### src/design/dusp_pkg.sv
package dusp_pkg;

  typedef enum logic [1:0] {
    KIND_SIZE    = 2'd0,
    KIND_SEC     = 2'd1,
    KIND_USEC    = 2'd2,
    KIND_INVALID = 2'd3
  } kind_t;

  localparam int ValueW = 64;
  localparam int OddW   = 22;
  localparam int ShiftW = 5;
  localparam int SfxW   = 16;
  localparam int LenW   = 2;
  localparam logic [LenW-1:0] LenMax = 2'd3;

  // one finished string, handed from the parser to the scaler
  typedef struct packed {
    logic [ValueW-1:0] value;
    logic              err;
    logic [SfxW-1:0]   sfx;
    logic [LenW-1:0]   sfx_len;
    kind_t             kind;
  } word_t;

  // unit factor as odd part times a power of two
  typedef struct packed {
    logic              known;
    logic [OddW-1:0]   odd;
    logic [ShiftW-1:0] shift;
  } factor_t;

  function automatic factor_t mk_factor(logic [OddW-1:0] odd, logic [ShiftW-1:0] shift);
    factor_t f;
    f.known = 1'b1;
    f.odd   = odd;
    f.shift = shift;
    return f;
  endfunction

  function automatic factor_t unit_factor(kind_t kind, logic [LenW-1:0] len,
                                          logic [SfxW-1:0] sfx);
    factor_t    f;
    logic [7:0] c0;
    logic       one;
    logic       two;
    f.known = 1'b0;
    f.odd   = '0;
    f.shift = '0;
    c0  = sfx[7:0];
    one = (len == 2'd1);
    two = (len == 2'd2);
    case (kind)
      KIND_SIZE: begin
        if ((one && (c0 == "G" || c0 == "g")) || (two && (sfx == {"B", "G"}
            || sfx == {"b", "g"}))) begin
          f = mk_factor(22'd1, 5'd30);
        end else if ((one && (c0 == "M" || c0 == "m")) || (two && (sfx == {"B", "M"}
            || sfx == {"b", "m"}))) begin
          f = mk_factor(22'd1, 5'd20);
        end else if ((one && (c0 == "K" || c0 == "k")) || (two && (sfx == {"B", "K"}
            || sfx == {"b", "k"}))) begin
          f = mk_factor(22'd1, 5'd10);
        end else if (one && (c0 == "B" || c0 == "b")) begin
          f = mk_factor(22'd1, 5'd0);
        end
      end
      KIND_SEC: begin
        if (one && (c0 == "h" || c0 == "H")) begin
          f = mk_factor(22'd225, 5'd4);
        end else if (one && (c0 == "m" || c0 == "M")) begin
          f = mk_factor(22'd15, 5'd2);
        end else if (one && (c0 == "s" || c0 == "S")) begin
          f = mk_factor(22'd1, 5'd0);
        end
      end
      KIND_USEC: begin
        if (one && (c0 == "h" || c0 == "H")) begin
          f = mk_factor(22'd3515625, 5'd10);
        end else if (one && (c0 == "m" || c0 == "M")) begin
          f = mk_factor(22'd234375, 5'd8);
        end else if (one && (c0 == "s" || c0 == "S")) begin
          f = mk_factor(22'd15625, 5'd6);
        end else if (two && (sfx == {"s", "m"} || sfx == {"S", "M"})) begin
          f = mk_factor(22'd125, 5'd3);
        end else if (two && (sfx == {"s", "u"} || sfx == {"S", "U"})) begin
          f = mk_factor(22'd1, 5'd0);
        end
      end
      default: begin
        f.known = 1'b0;
      end
    endcase
    return f;
  endfunction

endpackage

### src/design/decimal_unit_suffix_parser_unit.sv
// the last character's word passes parser, lookup, multiply and output registers
// throughput: one char per cycle while in_ready; chars not marked last give no result
// the pipeline is parser state, factor lookup, split multiply, shift and output register
// a stalled output holds the pipeline only once all stages are full
// reset (rst, synchronous) clears the parser state and all valid flags
module decimal_unit_suffix_parser_unit #(
  parameter int BUFFER_BYTES = 32
) (
  input  logic        clk,
  input  logic        rst,
  input  logic [7:0]  character,
  input  logic        last_char,
  input  logic [1:0]  num_type,
  input  logic        in_valid,
  output logic        in_ready,
  output logic [63:0] parsed_value,
  output logic        parse_error,
  output logic        out_valid,
  input  logic        out_ready
);

  dusp_pkg::word_t word;
  logic            word_valid;
  logic            word_ready;

  dusp_parser #(
    .BUFFER_BYTES(BUFFER_BYTES)
  ) u_parser (
    .clk        (clk),
    .rst        (rst),
    .character  (character),
    .last_char  (last_char),
    .num_type   (num_type),
    .in_valid   (in_valid),
    .in_ready   (in_ready),
    .word       (word),
    .word_valid (word_valid),
    .word_ready (word_ready)
  );

  dusp_scaler u_scaler (
    .clk          (clk),
    .rst          (rst),
    .word         (word),
    .word_valid   (word_valid),
    .word_ready   (word_ready),
    .parsed_value (parsed_value),
    .parse_error  (parse_error),
    .out_valid    (out_valid),
    .out_ready    (out_ready)
  );

`ifndef SYNTH
  a_err_all_ones: assert property (@(posedge clk) disable iff (rst)
    out_valid && parse_error |-> parsed_value == {64{1'b1}})
    else $error("error word without all ones value");

  a_reset_clears: assert property (@(posedge clk)
    rst |=> !out_valid && !word_valid)
    else $error("valid word right after reset");

  a_done_word: assert property (@(posedge clk) disable iff (rst)
    in_valid && in_ready && last_char |=> word_valid)
    else $error("last character did not produce a word");
`endif

endmodule

### src/design/dusp_parser.sv
module dusp_parser #(
  parameter int BUFFER_BYTES = 32
) (
  input  logic                  clk,
  input  logic                  rst,
  input  logic [7:0]            character,
  input  logic                  last_char,
  input  logic [1:0]            num_type,
  input  logic                  in_valid,
  output logic                  in_ready,
  output dusp_pkg::word_t       word,
  output logic                  word_valid,
  input  logic                  word_ready
);

  localparam int CntW = $clog2(BUFFER_BYTES + 1);
  localparam logic [CntW-1:0] CntMax = CntW'(BUFFER_BYTES);

  logic [dusp_pkg::ValueW-1:0] acc;
  logic [dusp_pkg::ValueW-1:0] acc_next;
  logic                        ovf;
  logic                        ovf_next;
  logic [CntW-1:0]             cnt;
  logic [CntW-1:0]             cnt_next;
  logic                        in_sfx;
  logic                        in_sfx_next;
  logic [dusp_pkg::SfxW-1:0]   sfx;
  logic [dusp_pkg::SfxW-1:0]   sfx_next;
  logic [dusp_pkg::LenW-1:0]   sfx_len;
  logic [dusp_pkg::LenW-1:0]   sfx_len_next;
  logic [67:0]                 acc_x10;
  logic                        num_char;
  logic                        take;
  dusp_pkg::word_t             word_next;

  assign take     = in_valid && in_ready;
  assign in_ready = !word_valid || word_ready;
  assign num_char = !in_sfx && (character >= "0") && (character <= "9");
  assign acc_x10  = {1'b0, acc, 3'b000} + {3'b000, acc, 1'b0} + {64'd0, character[3:0]};

  always_comb begin
    acc_next     = acc;
    ovf_next     = ovf;
    in_sfx_next  = in_sfx;
    sfx_next     = sfx;
    sfx_len_next = sfx_len;
    cnt_next     = (cnt == CntMax) ? cnt : cnt + CntW'(1);
    if (num_char) begin
      if (acc_x10[67:64] != 4'd0) begin
        ovf_next = 1'b1;
      end else begin
        acc_next = acc_x10[63:0];
      end
    end else begin
      in_sfx_next = 1'b1;
      if (sfx_len == 2'd0) begin
        sfx_next = {8'd0, character};
      end else if (sfx_len == 2'd1) begin
        sfx_next = {character, sfx[7:0]};
      end
      if (sfx_len != dusp_pkg::LenMax) begin
        sfx_len_next = sfx_len + 2'd1;
      end
    end
    word_next.value   = acc_next;
    word_next.err     = (cnt_next == CntMax) || ovf_next;
    word_next.sfx     = sfx_next;
    word_next.sfx_len = sfx_len_next;
    word_next.kind    = dusp_pkg::kind_t'(num_type);
  end

  always_ff @(posedge clk) begin
    if (rst) begin
      acc        <= '0;
      ovf        <= 1'b0;
      cnt        <= '0;
      in_sfx     <= 1'b0;
      sfx        <= '0;
      sfx_len    <= '0;
      word_valid <= 1'b0;
    end else begin
      if (take && last_char) begin
        word_valid <= 1'b1;
      end else if (word_ready) begin
        word_valid <= 1'b0;
      end
      if (take) begin
        if (last_char) begin
          acc     <= '0;
          ovf     <= 1'b0;
          cnt     <= '0;
          in_sfx  <= 1'b0;
          sfx     <= '0;
          sfx_len <= '0;
        end else begin
          acc     <= acc_next;
          ovf     <= ovf_next;
          cnt     <= cnt_next;
          in_sfx  <= in_sfx_next;
          sfx     <= sfx_next;
          sfx_len <= sfx_len_next;
        end
      end
    end
  end

  always_ff @(posedge clk) begin
    if (take && last_char) begin
      word <= word_next;
    end
  end

endmodule

### src/design/dusp_scaler.sv
module dusp_scaler (
  input  logic                        clk,
  input  logic                        rst,
  input  dusp_pkg::word_t             word,
  input  logic                        word_valid,
  output logic                        word_ready,
  output logic [dusp_pkg::ValueW-1:0] parsed_value,
  output logic                        parse_error,
  output logic                        out_valid,
  input  logic                        out_ready
);

  logic                          adv_o;
  logic                          adv3;
  logic                          adv2;
  dusp_pkg::factor_t             fac;
  logic [dusp_pkg::OddW-1:0]     odd_c;
  logic [dusp_pkg::ShiftW-1:0]   sh_c;
  logic                          err_c;

  logic                          v2;
  logic [dusp_pkg::ValueW-1:0]   val2;
  logic [dusp_pkg::OddW-1:0]     odd2;
  logic [dusp_pkg::ShiftW-1:0]   sh2;
  logic                          err2;

  logic [53:0]                   plo_c;
  logic [31:0]                   phi_c;
  logic                          v3;
  logic [53:0]                   plo3;
  logic [31:0]                   phi3;
  logic [dusp_pkg::ShiftW-1:0]   sh3;
  logic                          err3;
  logic [dusp_pkg::ValueW-1:0]   prod;

  assign adv_o      = !out_valid || out_ready;
  assign adv3       = !v3 || adv_o;
  assign adv2       = !v2 || adv3;
  assign word_ready = adv2;

  // factor lookup; an empty suffix passes the value through
  always_comb begin
    fac = dusp_pkg::unit_factor(word.kind, word.sfx_len, word.sfx);
    if (word.sfx_len == 2'd0) begin
      odd_c = dusp_pkg::OddW'(1);
      sh_c  = '0;
      err_c = word.err;
    end else begin
      odd_c = fac.odd;
      sh_c  = fac.shift;
      err_c = word.err || !fac.known;
    end
  end

  // low and high halves of the product, wrapping at 64 bits
  assign plo_c = 54'(val2[31:0]) * 54'(odd2);
  assign phi_c = 32'(val2[63:32] * odd2);
  assign prod  = {phi3, 32'd0} + {10'd0, plo3};

  always_ff @(posedge clk) begin
    if (rst) begin
      v2        <= 1'b0;
      v3        <= 1'b0;
      out_valid <= 1'b0;
    end else begin
      if (adv2) begin
        v2 <= word_valid;
      end
      if (adv3) begin
        v3 <= v2;
      end
      if (adv_o) begin
        out_valid <= v3;
      end
    end
  end

  always_ff @(posedge clk) begin
    if (adv2 && word_valid) begin
      val2 <= word.value;
      odd2 <= odd_c;
      sh2  <= sh_c;
      err2 <= err_c;
    end
    if (adv3 && v2) begin
      plo3 <= plo_c;
      phi3 <= phi_c;
      sh3  <= sh2;
      err3 <= err2;
    end
    if (adv_o && v3) begin
      parsed_value <= err3 ? {dusp_pkg::ValueW{1'b1}} : (prod << sh3);
      parse_error  <= err3;
    end
  end

endmodule
### config.mk
export PLATFORM = sky130hd
export DESIGN_NAME = decimal_unit_suffix_parser_unit
export DESIGN_NICKNAME = d
export VERILOG_FILES = /design/src/design/dusp_pkg.sv /design/src/design/decimal_unit_suffix_parser_unit.sv /design/src/design/dusp_parser.sv /design/src/design/dusp_scaler.sv
export SDC_FILE = /design/constraint.sdc
export NUM_CORES = 2
export LEC_CHECK = 0
export CORE_ASPECT_RATIO = 0.9
export CORE_MARGIN = 2
export CORE_UTILIZATION = 50
export CTS_CLUSTER_SIZE = 8
export DETAILED_ROUTE_END_ITERATION = 8
export DONT_BUFFER_PORTS = 1
export PLACE_DENSITY = 0.63
export SYNTH_ARGS = -nofsm -noshare
export SYNTH_HDL_FRONTEND = slang
export SYNTH_SLANG_ARGS = --single-unit
### constraint.sdc
create_clock -name clk -period 9.2 [get_ports clk]
set_input_delay 0.92 -clock clk [delete_from_list [all_inputs] [get_ports clk]]
set_output_delay 0.92 -clock clk [all_outputs]
set_load 0.05 [all_outputs]
==> out/qor_table.md <==
| Item | Reported | Unit |
|---|---|---|
| Number of antenna violations at the first check in global routing | 3 | - |
| Synth-to-layout area growth | 5.00 | % |
| Clk buf depth | 3 | - |
| Bufs and invs on worst path | 4 | - |
| Maximum level of the CTS H-tree | 2 | - |
| Worst Path Class, Setup | flop to flop | - |
| Fin crit period | 8.47 | ns |
| Slew at the pin closest to its max-slew limit | 1.19 | ns |
| CTS tree | built | - |
| First-pass GRT wire length | 235 | mm |
| Slowest stage cell, crit path | sky130_fd_sc_hd__edfxtp_1 | - |
| Global placement routability congestion | 0.913 | - |
| Post-cts resize count | 0 | - |
| I/O pins | 82 | - |
| Largest stage delay on the critical path | 1.05 | ns |
| Number of warnings printed during yosys synthesis | 0 | - |
| Worst slack at placement | 0.726 | ns |
| Final-stage net count | 7036 | - |
| Later-pin clock latency in the skew report | 0.65 | ns |
| Data arrival time at the worst-slack endpoint | 8.85 | ns |
| Post-CTS Hold Fix Bufs | 0 | - |
| Share of layout cells above drive strength 1 | 5.14 | % |
| Wirelength, routed | 146 | mm |
| GR Overflow Total | 0 | - |
| Fin util | 53.0 | % |
| Synth cell types | 89 | - |
| Register area share after synthesis | 20.3 | % |
| Half-perimeter wire length of the detailed placement result | 118 | mm |
| EDFF count, synth | 324 | - |
| Run status | completed | - |
| Post-detailed-route DRC marker count | 0 | - |
| Cell Area, Synth | 57100 | sq um |
| Buffer cell driving the clock tree root | sky130_fd_sc_hd__clkbuf_16 | - |
| Library cell appearing most often on the critical path | sky130_fd_sc_hd__fa_1 | - |
| Avg Cell Area, Syn | 9.79 | sq um |
| Critical path endpoint category | flop | - |
| Largest net degree at the start of global routing | 80 | - |
| CTS Sinks | 418 | - |
| Initial Util | 50.5 | % |
| Clock share of power | 30.4 | % |
| Vias per std cell | 5.60 | - |
| DRT iter0 DRCs | 3230 | - |
| NetSw | 2.30 | mW |
| Footprint of the flip-flops and latches | 11600 | sq um |
| Share of the cycle needed by the critical path after routing | 92.1 | % |
| Die Span Y | 325 | um |
| CP Launch Type | flop | - |
| TritonCTS buffer count | 59 | - |
| Flip-flop cell with the highest count after synthesis | sky130_fd_sc_hd__edfxtp_1 | - |
| Register clock-pin slew on the reported worst setup and hold paths | 0.06 | ns |
| DRT antenna net count | 0 | - |
| Final count of pins violating max slew | 0 | - |
| Fmax | 0.118 | GHz |
| Filler cell count in the final layout | 10110 | - |
| Static leakage | 28.4 | nW |
| Die Footprint | 117000 | sq um |
| Vias in the first global route | 41750 | - |
| Worst slew margin relative to its limit | 19.9 | % |
| Hold WC Path Type | input port to flop | - |
| Power Dens Cells | 111 | nW/um^2 |
| Setup slack of the critical path after layout | 0.730 | ns |
| Wirelength per Cell | 20.3 | um |
| Share of async-settable or async-resettable flops after synthesis | 0 | % |
| Total Negative Setup Slacks | 0 | ns |
| Switching share of power | 34.5 | % |
| Synthesized Nets | 7206 | - |
| Area of the multi-input gates | 40700 | sq um |
| Placement Rows | 117 | - |
| Unrepaired setup endpoints after global routing | no | - |
| All-Layer GR Usage | 25.4 | % |
| Setup violation total in the final timing report | 0 | - |
| Area inside the core boundary | 113000 | sq um |
| Flop and latch count out of synthesis | 418 | - |
| Number of buffers inserted by post-CTS setup repair | 0 | - |
| Max_cap viols | 0 | - |
| Final hold slack | 0.355 | ns |
| WP data required | 9.58 | ns |
| Internal portion of total power | 4.37 | mW |
| Largest voltage drop on the vdd net | 0.126 | mV |
| Max Clock Skew | 0.0553 | ns |
| Horiz. Die Dim | 360 | um |
| Overall power | 6.66 | mW |
| Most common library cell in the layout ignoring fill and taps | sky130_fd_sc_hd__inv_1 | - |
| Share of power burned in registers | 33.9 | % |
| Commonest cells after routing, fill and taps aside | sky130_fd_sc_hd__inv_1, sky130_fd_sc_hd__fa_1, sky130_fd_sc_hd__nand2_1, sky130_fd_sc_hd__ha_1, sky130_fd_sc_hd__edfxtp_1 | - |
| Proportion of power drawn by combinational gates | 35.6 | % |
| Maximum fanout along the worst path | 28 | - |
| Count of TritonRoute iterations in the first routing pass | 6 | - |
| Synthesized netlist cell count | 5834 | - |
| Final-report hold violation count | 0 | - |
| Top delay family on crit path | adder cells | - |
| Number of buffers inserted by port buffering | 0 | - |
| Via count | 40258 | - |
[routing by layer]
metal / global-route usage [%] / vias to the layer above / part of all wire [%] / wire length [um]
li1: - / 18744 / - / -
met4: 5.38 / 0 / 2.1 / 3120
met1: 36.8 / 20029 / 46 / 67200
met5: 0 / - / 0 / 0
met2: 39.7 / 1288 / 44 / 64800
met3: 4.85 / 197 / 7.4 / 10800
[Yosys cell counts (18+ instances only)]
library cell               number  area (sq um)
sky130_fd_sc_hd__nor2_1       221           830
sky130_fd_sc_hd__edfxtp_1     324          9730
sky130_fd_sc_hd__a22oi_1       18           135
sky130_fd_sc_hd__a211oi_1      32           240
sky130_fd_sc_hd__dfxtp_1       94          1880
sky130_fd_sc_hd__mux2i_1       68           681
sky130_fd_sc_hd__a21o_1       110           826
sky130_fd_sc_hd__a21oi_1      245          1230
sky130_fd_sc_hd__o211ai_1      22           165
sky130_fd_sc_hd__nand2_1      667          2500
sky130_fd_sc_hd__mux2_2        84           946
sky130_fd_sc_hd__o21bai_1      28           210
sky130_fd_sc_hd__buf_1         18          67.6
sky130_fd_sc_hd__o21ai_0      150           751
sky130_fd_sc_hd__a31o_2        22           193
sky130_fd_sc_hd__o21a_1        22           165
sky130_fd_sc_hd__nor3_1        33           165
sky130_fd_sc_hd__xor2_1       103           902
sky130_fd_sc_hd__a22o_1        67           587
sky130_fd_sc_hd__a31oi_1       48           300
sky130_fd_sc_hd__nand4_1       28           175
sky130_fd_sc_hd__inv_1        961          3610
sky130_fd_sc_hd__clkbuf_1     246           923
sky130_fd_sc_hd__and2_1       320          2000
sky130_fd_sc_hd__mux4_2        28           631
sky130_fd_sc_hd__nand2b_1      27           169
sky130_fd_sc_hd__fa_1         831         16600
sky130_fd_sc_hd__ha_1         526          6580
sky130_fd_sc_hd__xnor2_1      156          1370
sky130_fd_sc_hd__nand3_1       44           220
sky130_fd_sc_hd__nor2b_1       28           175
sky130_fd_sc_hd__and3_1        38           238
[final timing paths]
path                startpoint                   to  slack, ns  cells past startpoint
max reg2reg  u_scaler.odd2[17]    u_scaler.plo3[53]       0.73                     26
min reg2reg  u_parser.word[42]    u_scaler.val2[21]       0.38                      0
min                        rst  u_parser.word_valid       0.35                      1
max          u_scaler.odd2[17]    u_scaler.plo3[53]       0.73                     26
[state kept, by name, summed over array words and instances (netlist names), 2 cells and up]
name / flops
u_parser.word: 85
u_parser.acc: 64
u_scaler.parsed_value: 64
u_scaler.val2: 64
u_scaler.plo3: 54
u_scaler.phi3: 32
u_parser.sfx: 16
u_scaler.odd2: 12
u_parser.cnt: 6
u_scaler.sh2: 5
u_scaler.sh3: 5
u_parser.sfx_len: 2
[metrics by stage]
stage / cell area, sq um / cells
finish: 60000 / 7186
floorplan: 57100 / 5834
global placement: 58300 / 7090
CTS: 60000 / 7185
global route: 60000 / 7185
detailed placement: 58300 / 7090
[power groups by stage]
stage / registers, mW / clock network [mW] / logic, mW
5_1_grt: 2.27 / 2.16 / 2.67
6_report: 2.26 / 2.03 / 2.37
4_1_cts: 2.26 / 2.09 / 2.37
3_3_place_gp: 2.29 / 0 / 2.32
3_5_place_dp: 2.30 / 0 / 2.35
2_1_floorplan: 2.25 / 0 / 1.78
[worst reg2reg max path, delay by kind of cell (launching register included)]
kind | cells | cell delay (ns)
buf+inv | 4 | 0.21
simple gates | 5 | 1.36
flops | 1 | 1.05
compound gates | 7 | 1.89
fa+ha+maj | 8 | 3.43
xor+xnor | 2 | 0.25
[cell families after synthesis]
family,synth area share (%)
buffers and inverters,8.40
AO/OA/AOI/OAI,10.4
flip-flops,20.3
AND/OR/NAND/NOR,12.2
XOR/XNOR,3.97
adder cells (fa/ha/maj),40.7
multiplexers,4.05
[layout make-up]
cell class	count	area share (%)
inverter	963	6.03
clock inverter	5	0.104
timing repair buffer	60	0.772
clock buffer	90	2.69
sequential	418	19.4
tap	1487	3.10
multi-input combinational	4162	67.9
antenna	1	0.00417
Note: power is estimated with default switching activity, not from simulation.
